===== config.mk =====
export PLATFORM = sky130hd
export DESIGN_NAME = dlap_ctrl
export DESIGN_NICKNAME = d
export VERILOG_FILES = /design/src/hw/rtl/dlap_pkg.sv /design/src/hw/rtl/dlap_ctrl.sv
export SDC_FILE = /design/constraint.sdc
export NUM_CORES = 1
export LEC_CHECK = 0
export BUFFER_PORTS_ARGS = -buffer_cell sky130_fd_sc_hd__buf_2
export CAP_MARGIN = 40
export CELL_PAD_IN_SITES_DETAIL_PLACEMENT = 0
export CELL_PAD_IN_SITES_GLOBAL_PLACEMENT = 1
export CORE_MARGIN = 2
export CORE_UTILIZATION = 41
export CTS_CLUSTER_DIAMETER = 40
export DETAILED_ROUTE_END_ITERATION = 10
export PLACE_DENSITY = 0.85
export SLEW_MARGIN = 5
export SYNTH_ARGS = -nofsm -noshare
export SYNTH_HDL_FRONTEND = slang
export SYNTH_SLANG_ARGS = --single-unit

===== constraint.sdc =====
create_clock -name clk -period 3.1 [get_ports clk]
set_clock_uncertainty 0.2 [all_clocks]
set_input_delay 0.62 -clock clk [delete_from_list [all_inputs] [get_ports clk]]
set_output_delay 0.62 -clock clk [all_outputs]
set_load 0.02 [all_outputs]

===== src/hw/rtl/dlap_pkg.sv =====
// ----------------------------------------------------------------------------
// Delay-line allpass package
// Shared constants, command and status types and helper functions for the
// delay-line allpass filter.
// ----------------------------------------------------------------------------
`default_nettype none

package dlap_pkg;

    // Default depth of the circular delay line.
    localparam int DEPTH_DEFAULT = 4096;

    // Field and register widths.
    localparam int SAMPLE_W = 16;
    localparam int COEF_W   = 16;
    localparam int DL_W     = 12;
    localparam int GAIN_W   = 16;
    localparam int CFG_W    = 16;
    localparam int IDX_W    = 2;

    // Multiplier operand and product widths.
    localparam int OPA_W  = 18;
    localparam int OPB_W  = 17;
    localparam int PROD_W = OPA_W + OPB_W;

    // Register indexes on the configuration port.
    localparam logic [IDX_W-1:0] REG_COEF  = 2'd0;
    localparam logic [IDX_W-1:0] REG_DELAY = 2'd1;
    localparam logic [IDX_W-1:0] REG_GAIN  = 2'd2;

    // Register reset values.
    localparam logic [COEF_W-1:0] COEF_RESET  = 16'd16384;
    localparam logic [DL_W-1:0]   DELAY_RESET = 12'd1;
    localparam logic [GAIN_W-1:0] GAIN_RESET  = 16'd16384;

    // Largest usable coefficient, 1.0 in Q1.15.
    localparam logic [COEF_W-1:0] COEF_MAX = 16'd32768;

    // Operand selection for the shared multiplier.
    typedef enum logic [1:0] {
        MUL_AD = 2'd0,
        MUL_AV = 2'd1,
        MUL_WG = 2'd2
    } mul_sel_t;

    // Commands from the controller to the datapath.
    typedef struct packed {
        logic     clr_write;
        logic     load_x;
        logic     red_step;
        logic     rd_en;
        logic     capture_d;
        logic     mul_en;
        mul_sel_t mul_sel;
        logic     write_v;
        logic     load_w;
        logic     load_out;
    } dlap_cmd_t;

    // Status from the datapath to the controller.
    typedef struct packed {
        logic clr_done;
        logic red_done;
    } dlap_status_t;

    // Number of shift-and-subtract steps that bring a delay below the depth.
    function automatic int reduce_steps(input int depth);
        int n;
        n = 0;
        for (int k = 0; k < DL_W; k++) begin
            if ((depth << k) <= ((1 << DL_W) - 1)) begin
                n = n + 1;
            end
        end
        return n;
    endfunction

    // Saturate a 20-bit signed value to a 16-bit sample.
    function automatic logic signed [SAMPLE_W-1:0] sat16(input logic signed [19:0] v);
        logic signed [SAMPLE_W-1:0] r;
        if (v > 20'sd32767) begin
            r = 16'sh7FFF;
        end else if (v < -20'sd32768) begin
            r = 16'sh8000;
        end else begin
            r = v[SAMPLE_W-1:0];
        end
        return r;
    endfunction

endpackage

`default_nettype wire


===== src/hw/rtl/dlap_ctrl.sv =====
// ----------------------------------------------------------------------------
// Delay-line allpass controller
// Sequences the clearing pass, the delay read, the three multiplications
// and the output handshake.
// ----------------------------------------------------------------------------
`default_nettype none

module dlap_ctrl import dlap_pkg::*; (
    input  wire logic         clk,
    input  wire logic         rst_n,
    input  wire logic         in_valid,
    output logic              in_ready,
    output logic              out_valid,
    input  wire logic         out_ready,
    input  wire dlap_status_t status,
    output dlap_cmd_t         cmd
);

    typedef enum logic [8:0] {
        S_CLEAR = 9'b000000001,
        S_IDLE  = 9'b000000010,
        S_READ  = 9'b000000100,
        S_MUL1  = 9'b000001000,
        S_SUBV  = 9'b000010000,
        S_MUL2  = 9'b000100000,
        S_SUMW  = 9'b001000000,
        S_MUL3  = 9'b010000000,
        S_OUT   = 9'b100000000
    } state_t;

    state_t state_reg;
    state_t state_next;
    logic   out_valid_reg;
    logic   out_valid_next;
    logic   out_free;

    // The output register can take a new request when empty or being drained.
    assign out_free = !out_valid_reg || out_ready;

    // Next state and command decode.
    always_comb
    begin
        state_next  = state_reg;
        cmd         = '0;
        cmd.mul_sel = MUL_AD;
        in_ready    = 1'b0;
        case (state_reg)
            S_CLEAR:
            begin
                cmd.clr_write = 1'b1;
                if (status.clr_done)
                begin
                    state_next = S_IDLE;
                end
            end
            S_IDLE:
            begin
                in_ready   = 1'b1;
                cmd.load_x = in_valid;
                if (in_valid)
                begin
                    state_next = S_READ;
                end
            end
            S_READ:
            begin
                if (status.red_done)
                begin
                    cmd.rd_en  = 1'b1;
                    state_next = S_MUL1;
                end
                else
                begin
                    cmd.red_step = 1'b1;
                end
            end
            S_MUL1:
            begin
                cmd.capture_d = 1'b1;
                cmd.mul_en    = 1'b1;
                cmd.mul_sel   = MUL_AD;
                state_next    = S_SUBV;
            end
            S_SUBV:
            begin
                cmd.write_v = 1'b1;
                state_next  = S_MUL2;
            end
            S_MUL2:
            begin
                cmd.mul_en  = 1'b1;
                cmd.mul_sel = MUL_AV;
                state_next  = S_SUMW;
            end
            S_SUMW:
            begin
                cmd.load_w = 1'b1;
                state_next = S_MUL3;
            end
            S_MUL3:
            begin
                cmd.mul_en  = 1'b1;
                cmd.mul_sel = MUL_WG;
                state_next  = S_OUT;
            end
            S_OUT:
            begin
                if (out_free)
                begin
                    cmd.load_out = 1'b1;
                    state_next   = S_IDLE;
                end
            end
            default:
            begin
                state_next = S_IDLE;
            end
        endcase
    end

    // Output valid flag.
    always_comb
    begin
        out_valid_next = out_valid_reg;
        if (out_ready)
        begin
            out_valid_next = 1'b0;
        end
        if (cmd.load_out)
        begin
            out_valid_next = 1'b1;
        end
    end

    assign out_valid = out_valid_reg;

    // State registers.
    always_ff @(posedge clk or negedge rst_n)
    begin
        if (!rst_n)
        begin
            state_reg     <= S_CLEAR;
            out_valid_reg <= 1'b0;
        end
        else
        begin
            state_reg     <= state_next;
            out_valid_reg <= out_valid_next;
        end
    end

endmodule

`default_nettype wire


Yosys cells after proc, flatten, opt, wreduce, memory -nomap -nowiden
Index checks and enable logic that the tools add are counted.

Register bits: 10. Input port bits: 6. Output and inout bits: 13. Word-level logic and storage cells: 38.

Eq/ne operators: 13. Mux-type cells: 19. Reductions and logical operators: 4.

Operators with widths (number): $pmux W9 S9 (1); $mux W9 (4); $mux W1 (12); $eq A9 B1 Y1 const B (1); $eq A9 B2 Y1 const B (1); $eq A9 B3 Y1 const B (1); $eq A9 B4 Y1 const B (1); $eq A9 B5 Y1 const B (1); $eq A9 B6 Y1 const B (1); $eq A9 B7 Y1 const B (1); $eq A9 B8 Y1 const B (1); $eq A9 B9 Y1 const B (1); $pmux W3 S3 (1); $ne A2 B2 Y1 const B (4); $reduce_and A4 Y1 (1); $mux W2 (1); $reduce_bool A2 Y1 (1); $logic_not A1 Y1 (1); $logic_or A1 B1 Y1 (1).

Longest topological paths before layout
Gate-level depths: netlist (run 1).

Depth after elaboration: 5. Mapped depth: 5. Gate-level depth less buffers: 4.

Worst setup path before layout (run 1)
OpenSTA, ideal clock, no wires.

Path kind: register -> output. Start point: register state_reg[6]. End point: output port cmd[9] (netlist bit). Arrival: 1.564 ns. Data required time: 2.280 ns. Setup slack: 0.716 ns. Stages on the path, launching flop included: 5. Path buffers: 1. Cell sequence: dfrtp_1 -> buf_6 -> or4_4 -> nor4_4 -> and2_4.

RTL lines: start: declaration (RTL line dlap_ctrl.sv:31) `state_t state_reg;`; start signal: assignment (RTL line dlap_ctrl.sv:147) `state_reg <= state_next;`; end: declaration (RTL line dlap_ctrl.sv:16) `output dlap_cmd_t cmd`.

==> results of run 1 <==
-- through the flow --
step | utilization | area [um2] | setup slack (ns)
final | 0.483 | 807 | 0.381
after global routing | 0.483 | 807 | 0.249
after CTS | 0.483 | 807 | 0.387
after detailed placement | 0.467 | 781 | 0.673
after global placement | 0.467 | 781 | 0.681
after floorplan | - | 708 | 0.716
-- final timing paths --
kind	startpoint	end	slack, ns
setup / recovery	state_reg[6]$_DFFE_PN0P_	cmd[5]	0.38
hold / removal	rst_n	state_reg[4]$_DFFE_PN0P_	0.004
setup reg to reg	state_reg[6]$_DFFE_PN0P_	state_reg[1]$_DFFE_PN0P_	1.19
hold reg to reg	out_valid$_DFFE_PN0P_	out_valid$_DFFE_PN0P_	0.33
max in group asynchronous	rst_n	state_reg[0]$_DFFE_PN1P_	2.43
min in group clk	status[1]	state_reg[0]$_DFFE_PN1P_	0.29
-- cells by family after synthesis --
family | after synthesis | synth area share
XOR/XNOR | 2 | 0.0247
multiplexers | 1 | 0.0141
AO/OA/AOI/OAI | 4 | 0.0459
flip-flops | 10 | 0.355
buffers and inverters | 9 | 0.0760
AND/OR/NAND/NOR | 43 | 0.484
-- cell type report --
cell class	count	area (um2)	share of cell area
well taps	17	21.3	0.0264
repair buffers	18	90.1	0.112
inverters	4	15.0	0.0186
clock buffers	4	26.3	0.0326
flip-flops and latches	10	251	0.312
multi-input cells	50	403	0.499
-- layer usage --
layer | vias up | global-route usage
met5 | - | 0
met1 | 272 | 0.228
met4 | 0 | 0.0353
met2 | 31 | 0.203
met3 | 6 | 0.0595
li1 | 283 | -
-- cells in the final DEF, fill, tap and decap left out, drive strengths merged --
| master | netlist | layout |
|---|---|---|
| and4 | 2 | 2 |
| or3 | 2 | 2 |
| a211o | 1 | 1 |
| nand3 | 2 | 2 |
| nand2b | 2 | 2 |
| and3b | 2 | 2 |
| nand4 | 1 | 1 |
| and3 | 2 | 2 |
| buf | 4 | 18 |
| nor3b | 3 | 3 |
| o211ai | 1 | 1 |
| nor4 | 3 | 3 |
| and2b | 1 | 1 |
| nor2b | 3 | 3 |
| nor3 | 3 | 3 |
| xor2 | 2 | 2 |
| dfstp | 1 | 1 |
| nor4b | 2 | 2 |
| nand2 | 2 | 2 |
| a221oi | 1 | 1 |
| dfrtp | 9 | 9 |
| or4 | 1 | 1 |
| mux2i | 1 | 1 |
| nand4b | 3 | 3 |
| o21bai | 1 | 1 |
| nor2 | 4 | 4 |
| or3b | 2 | 2 |
| or2 | 1 | 1 |
| and2 | 2 | 2 |
| clkbuf | 1 | 4 |
| inv | 4 | 4 |
-- power breakdown --
group	switching (uW)	internal, uW	total, uW
logic	139	112	251
registers	41.2	147	188
clock network	42.8	49.6	92.4
-- worst max-delay path, cell delays in order, from the launching register on --
cell	delay (ns)
dfrtp_1	0.51
nor4_4	0.46
and2_1	0.24
and3b_1	0.17
nand2b_1	0.09
buf_2	0.16
==> key figures, run 1 <==
Min path
  – HP Class: input port to async pin

Finish
  – Fraction of layout cells with a size suffix above 1: 0.349
  – Fill count: between 150 and 200
  – Diodes inserted: 0
  – Area growth from synthesis to final layout: 14.0%
  – Post-Layout Cell Count: 103
  – Max reg flops: 9
  – Layout net count: a little over 90

Global route
  – Vias in the first global route: 462
  – Largest net degree at the start of global routing: 11
  – First-pass GRT wire length: 2230 um
  – GRT Overall Usage: 0.152
  – Initial antenna violation count: 0
  – Grt ovf: 0

Routing
  – Total routed wirelength: 1380 um
  – Iter 0 DRT Violations: 13
  – Routed Antenna Nets: 0
  – DR DRC count: 0
  – DR vias: approximately 590
  – Top Layer Used: met4
  – DRT met1 WL: 600 um
  – Routed len/inst: ~13 um
  – Pre-antenna DRT Iters: 6
  – Vias per inst: around 5.7
  – Met3 WL: 98 um
  – Metal2 WL: 647 um

Floorplanning
  – # IOs: 19
  – Die H: between 40 and 50 um
  – Starting Density: 0.424
  – Core area: 1670 um2
  – Die X: around 46 um
  – Row count: 15
  – Die ar.: 2080 um2

Placement
  – DP HPWL: 1040 um
  – Port Buffers: 18
  – RD Place Congestion: 0.751
  – Placed instance count: 99

Critical path
  – Setup crit end kind: primary output
  – Worst setup SP type: register
  – CP Max Fanout: 10
  – WP data arrival: 1.90 ns
  – Reg2Reg Depth: 4
  – Critical Path RT: between 2 and 2.5 ns
  – WS Path Type: register to primary output

Timing
  – Tmin final: 2.72 ns
  – Final Hold Violating Endpoints: 0
  – RSZ-0062 raised after global routing: false
  – Tcrit/Tclk final: 0.877
  – Slew Limit Headroom: 0.687
  – Maximum clock frequency: 0.368 GHz
  – Least-Margin Pin Slew: approximately 0.47 ns
  – Endpoints failing setup: 0
  – Setup TNS: 0 ns
  – Max-slew violation count: 0
  – WHS: 0.00392 ns

Synth
  – Post-synth ARST share: 1.00
  – Synth Register Bits: 10
  – Most frequent cell after synthesis: dfrtp_1
  – Dominant synthesized flop cell: dfrtp_1
  – Netlist cell types: 38
  – Cells after synthesis: 69
  – Area leader, netlist: dfrtp_1
  – Synth Warn #: 0
  – Top-area cell type share of the netlist area: 0.318
  – Cell area after synthesis: 708 um2
  – Synth top area cells: dfrtp_1 (32%), nor4_4 (6.0%), dfstp_2 (3.7%)
  – Synth Area per Inst: 10.3 um2
  – Seq/Total Area, Yosys: 0.355
  – Top cells by count, synth: dfrtp_1 (9), inv_1 (4), nor2_1 (4)
  – Post-Syn Nets: between 70 and 80
  – EDFF count, synth: 0

Power and ir drop
  – Worst vdd ir: 0.343 mV
  – Final Total Pwr: 532 uW
  – Pleak: 0.000442 uW
  – PwrDens: 659 nW/um2

Clock network
  – Clock tree sinks: 10
  – H-tree levels: 1
  – Skew-Pair Late Insertion Delay: 0.26 ns
  – Clk buf depth: 2
  – Post-CTS Setup Bufs: 0
  – CTS root buf: clkbuf_4
  – Inserted Clock Buffers: 3
  – PostCTS Resize Cnt: 0
  – CTS tree: done
  – CTS hold repair buffers: 0
  – Clock transition at path regs: 0.07 ns

Job
  – Maxcap violations: 0

Run status
  – Status: complete, no violations
Power figures use the tool's default switching activity.
==> run 2, diff against run 1 <==
--- a/config.mk
+++ b/config.mk
@@ -5,15 +5,16 @@
 export SDC_FILE = /design/constraint.sdc
 export NUM_CORES = 1
 export LEC_CHECK = 0
+export ABC_AREA = 1
 export BUFFER_PORTS_ARGS = -buffer_cell sky130_fd_sc_hd__buf_2
 export CAP_MARGIN = 40
 export CELL_PAD_IN_SITES_DETAIL_PLACEMENT = 0
 export CELL_PAD_IN_SITES_GLOBAL_PLACEMENT = 1
 export CORE_MARGIN = 2
-export CORE_UTILIZATION = 41
+export CORE_UTILIZATION = 35
 export CTS_CLUSTER_DIAMETER = 40
 export DETAILED_ROUTE_END_ITERATION = 10
-export PLACE_DENSITY = 0.85
+export PLACE_DENSITY = 0.84
 export SLEW_MARGIN = 5
 export SYNTH_ARGS = -nofsm -noshare
 export SYNTH_HDL_FRONTEND = slang
==> run 2 against run 1 <==
Final cell count increased by 43%. Sequential cell count unchanged. Die area increased by 5.2%. Total power decreased by 2.4%. Critical path depth increased by 2. Area after synthesis decreased by 9.7%. Sequential power decreased by 12%. Core utilization decreased by 2.4 points.
==> key figures, run 2 <==
Run status
  – Status: complete, no violations

Timing
  – WHS: 0.353 ns (+0.349 ns)
  – Maximum clock frequency: 0.434 GHz (+18%)
  – Max-slew violation count: 0 (unchanged)
  – Endpoints failing setup: 0 (unchanged)
  – Setup TNS: 0 ns (unchanged)
  – Least-Margin Pin Slew: 0.223 ns (-0.242 ns)
  – Tcrit/Tclk final: 0.744 (-0.133)
  – RSZ-0062 raised after global routing: false
  – Final Hold Violating Endpoints: 0 (unchanged)
  – Tmin final: 2.31 ns (-0.413 ns)
  – Slew Limit Headroom: 0.850 (+0.163)

Finish
  – Diodes inserted: 0 (unchanged)
  – Most common cell after layout, fill and taps aside: inv_1
  – Final core occ: 0.459 (-0.0245)
  – Most frequent cells in the layout: inv_1 (28), nor2_1 (23), nand2_1 (18), buf_2 (18), dfrtp_1 (9)
  – Area growth from synthesis to final layout: 23.9%
  – Post-Layout Cell Count: 147 (+43%)
  – Layout net count: 129 (+39%)
  – Fraction of layout cells with a size suffix above 1: 0.246 (-0.103)
  – Post-route cell area: 792 um2 (-1.9%)
  – Max reg flops: 9 (unchanged)

Routing
  – DR DRC count: 0 (unchanged)
  – Iter 0 DRT Violations: 9 (-4)
  – Metal2 WL: 589 um (-9.0%)
  – Top Layer Used: met4
  – Routed Antenna Nets: 0 (unchanged)
  – Pre-antenna DRT Iters: 4 (-2)
  – Routed len/inst: 8.61 um (-36%)
  – Total routed wirelength: 1270 um (-8.0%)
  – Vias per inst: 4.21 (-27%)
  – DR vias: 619 (+4.6%)
  – DRT met1 WL: 566 um (-5.7%)
  – Met3 WL: 76 um (-22%)

Critical path
  – CP peak stage delay: 0.40 ns (-0.11 ns)
  – Crit-path most repeated cell: nor2_1
  – Delay-heaviest family, CP: simple AND/OR/NAND/NOR gates
  – Worst setup SP type: register
  – Setup crit end kind: primary output
  – Critical Path RT: 2.28 ns (about the same)
  – Buf/Inv on CP: 2 (+1)
  – Worst path depth: 7 (+2)
  – R2r setup slk: 1.57 ns (+0.38 ns)
  – R2r endpoint: state_reg[1]$_DFFE_PN0P_
  – Reg2Reg Depth: 10 (+6)
  – WP data arrival: 1.49 ns (-0.41 ns)
  – CP Max Fanout: 5 (-5)
  – WS Path Type: register to primary output
  – CP max-delay cell: dfrtp_1
  – R2r startpoint: state_reg[0]$_DFFE_PN1P_
  – Critical path cell sequence: nor2_1 > nand2_2 > nor2_1 > and2_2 > inv_1 > nor2_1 > buf_2

Min path
  – HP Class: register to register
  – Hold Path Sink: out_valid$_DFFE_PN0P_
  – Hold Path Depth: 2
  – Worst Hold Launch: out_valid$_DFFE_PN0P_

Synth
  – Simple-gate share of the synthesized area: 0.389 (-0.0947)
  – Post-synthesis compound-gate area fraction: 0.0235 (-0.0225)
  – Most frequent cell after synthesis: inv_1
  – Synth Area per Inst: 6.33 um2 (-38%)
  – Post-synthesis mux area share: 0 (-0.0141)
  – Synth Warn #: 0 (unchanged)
  – Area leader, netlist: dfrtp_1
  – Post-synth ARST share: 1.00 (unchanged)
  – Synth Area in Adders: 0 (unchanged)
  – EDFF count, synth: 0 (unchanged)
  – Top cells by count, synth: inv_1 (28), nor2_1 (23), nand2_1 (18)
  – Synth Register Bits: 10 (unchanged)
  – Cell area after synthesis: 639 um2 (-9.7%)
  – Post-Synth XOR/XNOR Area: 0 (-0.0247)
  – Dominant synthesized flop cell: dfrtp_1
  – Post-Syn Nets: 107 (+43%)
  – Seq/Total Area, Yosys: 0.393 (+0.0382)
  – Netlist cell types: 14 (-63%)
  – Largest family of logic cells by synthesized area: simple AND/OR/NAND/NOR gates
  – Synth top area cells: dfrtp_1 (35%), inv_1 (16%), nor2_1 (14%)
  – Cells after synthesis: 101 (+46%)
  – Top-area cell type share of the netlist area: 0.352 (+0.0342)

Floorplanning
  – Core area: 1730 um2 (+3.4%)
  – Die ar.: 2180 um2 (+5.2%)
  – Row count: 15 (unchanged)
  – Die H: 46.7 um (+2.6%)
  – Die X: 46.7 um (+2.6%)
  – # IOs: 19 (unchanged)
  – Starting Density: 0.370 (-0.0537)

Global route
  – Initial antenna violation count: 0 (unchanged)
  – Vias in the first global route: 521 (+13%)
  – Grt ovf: 0 (unchanged)
  – First-pass GRT wire length: 2160 um (-3.1%)
  – Largest net degree at the start of global routing: 11 (unchanged)
  – GRT Overall Usage: 0.143 (-0.00917)

Clock network
  – H-tree levels: 1 (unchanged)
  – Post-CTS Setup Bufs: 0 (unchanged)
  – CTS tree: done
  – PostCTS Resize Cnt: 0 (unchanged)
  – Clock tree sinks: 10 (unchanged)
  – Skew-Pair Late Insertion Delay: 0.27 ns (about the same)
  – Clock transition at path regs: 0.07 ns (about the same)
  – CTS root buf: clkbuf_4
  – Clk buf depth: 2 (unchanged)
  – Inserted Clock Buffers: 3 (unchanged)

Power and ir drop
  – Psw: 219 uW (-1.9%)
  – Clock power frac: 0.231 (+0.057)
  – Switch share: 0.422 (+0.00213)
  – Internal power: 300 uW (-2.7%)
  – Combinational cell fraction of total power: 0.449 (-0.024)
  – Pleak: 0.000576 uW (+30%)
  – Sequential share of power: 0.320 (-0.034)
  – Worst vdd ir: 0.433 mV (+26%)
  – PwrDens: 656 nW/um2 (-0.52%)

Placement
  – Area after DPL: 746 um2 (-4.5%)
  – Port Buffers: 18 (unchanged)
  – RD Place Congestion: 0.778 (+3.6%)
  – Placed instance count: 142 (+43%)
  – DP HPWL: 1070 um (+2.9%)

Job
  – Maxcap violations: 0 (unchanged)
run 2: cell types whose count changed in the layout (fill, tap and decap cells not counted), sizes merged, moves of 3 or more:
cell,delta
nor2,+22
nand3,+5
nand2,+18
inv,+25
o21ai,+3
nor2b,-3
nor3b,-3
nor3,-3
nand4b,-3
run 2: power groups by stage:
stage                     Combinational, uW  Clock, uW  Sequential, uW
after global placement                  233          0             169
after detailed placement                234          0             169
after CTS                               236        123             166
after global routing                    271        128             168
final                                   233        120             166
after floorplan                         182          0             165
run 2: per-layer routing:
layer,vias up,GRT usage
met5,-,0
li1,331,-
met2,18,0.222
met4,0,0.0833
met3,4,0.0269
met1,266,0.186
run 2: worst max-delay path by stage:
stage                             start  endpoint
2_1_floorplan  state_reg[0]$_DFFE_PN1P_   cmd[10]
3_3_place_gp   state_reg[5]$_DFFE_PN0P_    cmd[7]
3_5_place_dp   state_reg[5]$_DFFE_PN0P_    cmd[7]
4_1_cts        state_reg[6]$_DFFE_PN0P_    cmd[7]
5_1_grt        state_reg[1]$_DFFE_PN0P_    cmd[5]
6_report       state_reg[6]$_DFFE_PN0P_    cmd[7]
run 2: kinds of logic (layout without fill, tap and decap cells):
group / Yosys count / count (layout)
buf+inv: 31 / 52
simple gates: 57 / 57
flops: 10 / 10
compound gates: 3 / 3
run 2: stage by stage:
| step | setup slack (ns) | total power, uW |
|---|---|---|
| final | 0.794 | 519 |
| after global routing | 0.673 | 566 |
| after detailed placement | 1.09 | 403 |
| after global placement | 1.12 | 402 |
| after floorplan | 0.986 | 347 |
| after CTS | 0.790 | 525 |
run 2: what timing repair did:
action | in CTS | in global routing
hold buffers | 1 | 0
endpoints found under the setup margin | 0 | 0
hold endpoints to repair | 5 | 0
run 2: layout make-up:
cell class,count,area [um2]
inverters,29,109
flip-flops and latches,10,251
fillers,210,935
multi-input cells,60,264
clock buffers,4,36.3
well taps,25,31.3
repair buffers,19,100
run 2: tightest hold or removal path, stage by stage, from the launching register on:
cell and delay [ns]:
dfrtp_1 0.37, inv_1 0.06, o21ai_0 0.07
==> run 3, diff against run 2 <==
--- a/config.mk
+++ b/config.mk
@@ -11,10 +11,10 @@
 export CELL_PAD_IN_SITES_DETAIL_PLACEMENT = 0
 export CELL_PAD_IN_SITES_GLOBAL_PLACEMENT = 1
 export CORE_MARGIN = 2
-export CORE_UTILIZATION = 35
+export CORE_UTILIZATION = 30
 export CTS_CLUSTER_DIAMETER = 40
 export DETAILED_ROUTE_END_ITERATION = 10
-export PLACE_DENSITY = 0.84
+export PLACE_DENSITY = 0.77
 export SLEW_MARGIN = 5
 export SYNTH_ARGS = -nofsm -noshare
 export SYNTH_HDL_FRONTEND = slang
==> constraint.sdc (replaced) <==
create_clock -name clk -period 2.1 [get_ports clk]
set_clock_uncertainty 0.2 [all_clocks]
set_input_delay 0.42 -clock clk [delete_from_list [all_inputs] [get_ports clk]]
set_output_delay 0.42 -clock clk [all_outputs]
set_load 0.02 [all_outputs]
==> run 3 against run 2 <==
Critical path depth shrank 2. Register-to-register slack lost 1.0 ns. Sequential share of layout area shrank 3.2 points. First-iteration DRC count grew 44%. Worst hold slack lost 0.20 ns. Clock-buffer cell count is the same. Die area grew 15%. Sequential power grew 52%. Final cell count grew 2.0%. Non-clock buffer count grew 1. Combinational power grew 81%. Critical endpoint is now cmd[5]. Largest power group unchanged.
==> key figures, run 3 (synthesis gave the netlist of run 2 again) <==
Power and ir drop
  – Combinational cell fraction of total power: 0.497 (+0.048)
  – Clock power frac: 0.205 (-0.026)
  – Switch share: 0.422 (about the same)
  – PwrDens: 958 nW/um2 (+46%)
  – Pleak: 0.000598 uW (+3.8%)
  – Internal power: 490 uW (+63%)
  – Psw: 358 uW (+63%)
  – Sequential share of power: 0.298 (-0.022)
  – Final Total Pwr: 847 uW (+63%)
  – Worst vdd ir: 0.638 mV (+48%)

Critical path
  – Setup crit end kind: primary output
  – Critical Path RT: 1.48 ns (-0.80 ns)
  – CP max-delay cell: dfrtp_1
  – WP data arrival: 1.43 ns (-0.06 ns)
  – WS Path Type: register to primary output
  – CP Max Fanout: 4 (-1)
  – CP peak stage delay: 0.41 ns (about the same)
  – Worst setup SP type: register
  – Critical path cell sequence: nor2_2 > nand2_1 > nand3b_1 > nand3_2 > buf_6

Clock network
  – Clock tree sinks: 10 (unchanged)
  – Skew-Pair Late Insertion Delay: 0.27 ns (about the same)
  – Clock transition at path regs: 0.07 ns (about the same)
  – CTS tree: done
  – CTS root buf: clkbuf_4
  – Clk buf depth: 2 (unchanged)
  – Inserted Clock Buffers: 3 (unchanged)
  – H-tree levels: 1 (unchanged)

Global route
  – Largest net degree at the start of global routing: 11 (unchanged)
  – First-pass GRT wire length: 2130 um (-1.6%)
  – Initial antenna violation count: 0 (unchanged)
  – Grt ovf: 0 (unchanged)
  – GRT Overall Usage: 0.116 (-0.0273)
  – Vias in the first global route: 529 (+1.5%)

Placement
  – Post-Place Setup Slack: 0.288 ns (-0.805 ns)
  – DP HPWL: 1070 um (-0.26%)
  – RD Place Congestion: 0.763 (-2.0%)
  – Port Buffers: 18 (unchanged)

Routing
  – Routed Antenna Nets: 0 (unchanged)
  – Vias per inst: 4.18 (-0.73%)
  – Routed len/inst: 9.25 um (+7.4%)
  – DR vias: 627 (+1.3%)
  – DR DRC count: 0 (unchanged)
  – Pre-antenna DRT Iters: 4 (unchanged)
  – Total routed wirelength: 1390 um (+9.6%)
  – Iter 0 DRT Violations: 13 (+4)

Timing
  – RSZ-0062 raised after global routing: true
  – Endpoints failing setup: 0 (unchanged)
  – Final Worst Setup Slack: 0.0498 ns (-0.744 ns)
  – Maximum clock frequency: 0.488 GHz
  – Tmin final: 2.05 ns
  – Tcrit/Tclk final: 0.976
  – Slew Limit Headroom: 0.833 (-0.0164)
  – Final Hold Violating Endpoints: 0 (unchanged)
  – Max-slew violation count: 0 (unchanged)
  – Least-Margin Pin Slew: 0.248 ns (+0.0243 ns)
  – Setup TNS: 0 ns (unchanged)

Min path
  – HP Class: input port to register

Floorplanning
  – Die X: 50.2 um (+7.3%)
  – Die ar.: 2520 um2 (+15%)
  – # IOs: 19 (unchanged)
  – Row count: 16 (+1)
  – Starting Density: 0.323 (-0.0477)
  – Core area: 1980 um2 (+15%)
  – Die H: 50.2 um (+7.3%)

Finish
  – Diodes inserted: 0 (unchanged)
  – Area growth from synthesis to final layout: 38.4%
  – Max reg flops: 9 (unchanged)
  – Multi-input gate area: 325 um2 (+23%)
  – Layout net count: 130 (+0.78%)
  – Most common cell after layout, fill and taps aside: inv_1
  – Fill count: 201 (-4.3%)
  – Final core occ: 0.446 (-0.0124)
  – Most frequent cells in the layout: inv_1 (27), nor2_1 (17), nand2_1 (16)
  – Register area: 253 um2 (+0.50%)
  – Fraction of layout cells with a size suffix above 1: 0.366 (+0.120)

Run status
  – Status: complete, no violations

Job
  – Maxcap violations: 0 (unchanged)
==> run 3: per-layer routing <==
metal | track usage | up-vias | share of wire
met3 | 0.0268 | 5 | 0.045
met4 | 0.0694 | 0 | 0.024
met1 | 0.141 | 272 | 0.44
li1 | - | 335 | -
met5 | 0 | - | 0
met2 | 0.184 | 15 | 0.49
==> run 3: worst max-delay path: cells and delay by family (launching register included) <==
| family | cells | cell delay, ns |
|---|---|---|
| DFF | 1 | 0.41 |
| buffers and inverters | 1 | 0.12 |
| and+or+nand+nor | 4 | 0.64 |
==> run 3: through the flow <==
stage / instances / cell area (um2) / hold WS [ns]
final: 150 / 885 / 0.150
after global routing: 150 / 885 / 0.154
after CTS: 149 / 797 / 0.153
after detailed placement: 144 / 748 / 0.0959
after global placement: 144 / 748 / 0.0928
after floorplan: 101 / 639 / -0.0756
==> run 3: repair_timing <==
item	4_1_cts	5_1_grt
pin swaps	0	4
setup endpoints to repair	1	11
setup buffers	0	1
resized for setup	1	25
hold buffers	1	0
endpoints found under the hold margin	9	0
==> run 3: power by group through the flow <==
stage | combinational, uW | clock, uW | sequential (uW)
after floorplan | 269 | 0 | 244
after global placement | 344 | 0 | 248
after detailed placement | 343 | 0 | 248
after CTS | 349 | 175 | 244
after global routing | 469 | 187 | 254
final | 421 | 174 | 252
==> run 3: worst paths after layout <==
path,from,end,slack [ns],cells after the start
worst max-delay path,state_reg[1]$_DFFE_PN0P_,cmd[5],0.05,5
worst min-delay path,out_ready,out_valid$_DFFE_PN0P_,0.15,2
worst max register to register,state_reg[0]$_DFFE_PN1P_,state_reg[1]$_DFFE_PN0P_,0.55,10
worst min register to register,out_valid$_DFFE_PN0P_,out_valid$_DFFE_PN0P_,0.34,2
max in group asynchronous,rst_n,state_reg[0]$_DFFE_PN1P_,1.11,2
min in group asynchronous,rst_n,state_reg[1]$_DFFE_PN0P_,0.33,2
==> run 3: cell type report <==
class | instances | share of cell area
timing repair buffer | 20 | 0.144
sequential | 10 | 0.286
multi-input combinational | 60 | 0.368
tap | 27 | 0.0382
inverter | 29 | 0.123
clock buffer | 4 | 0.0410
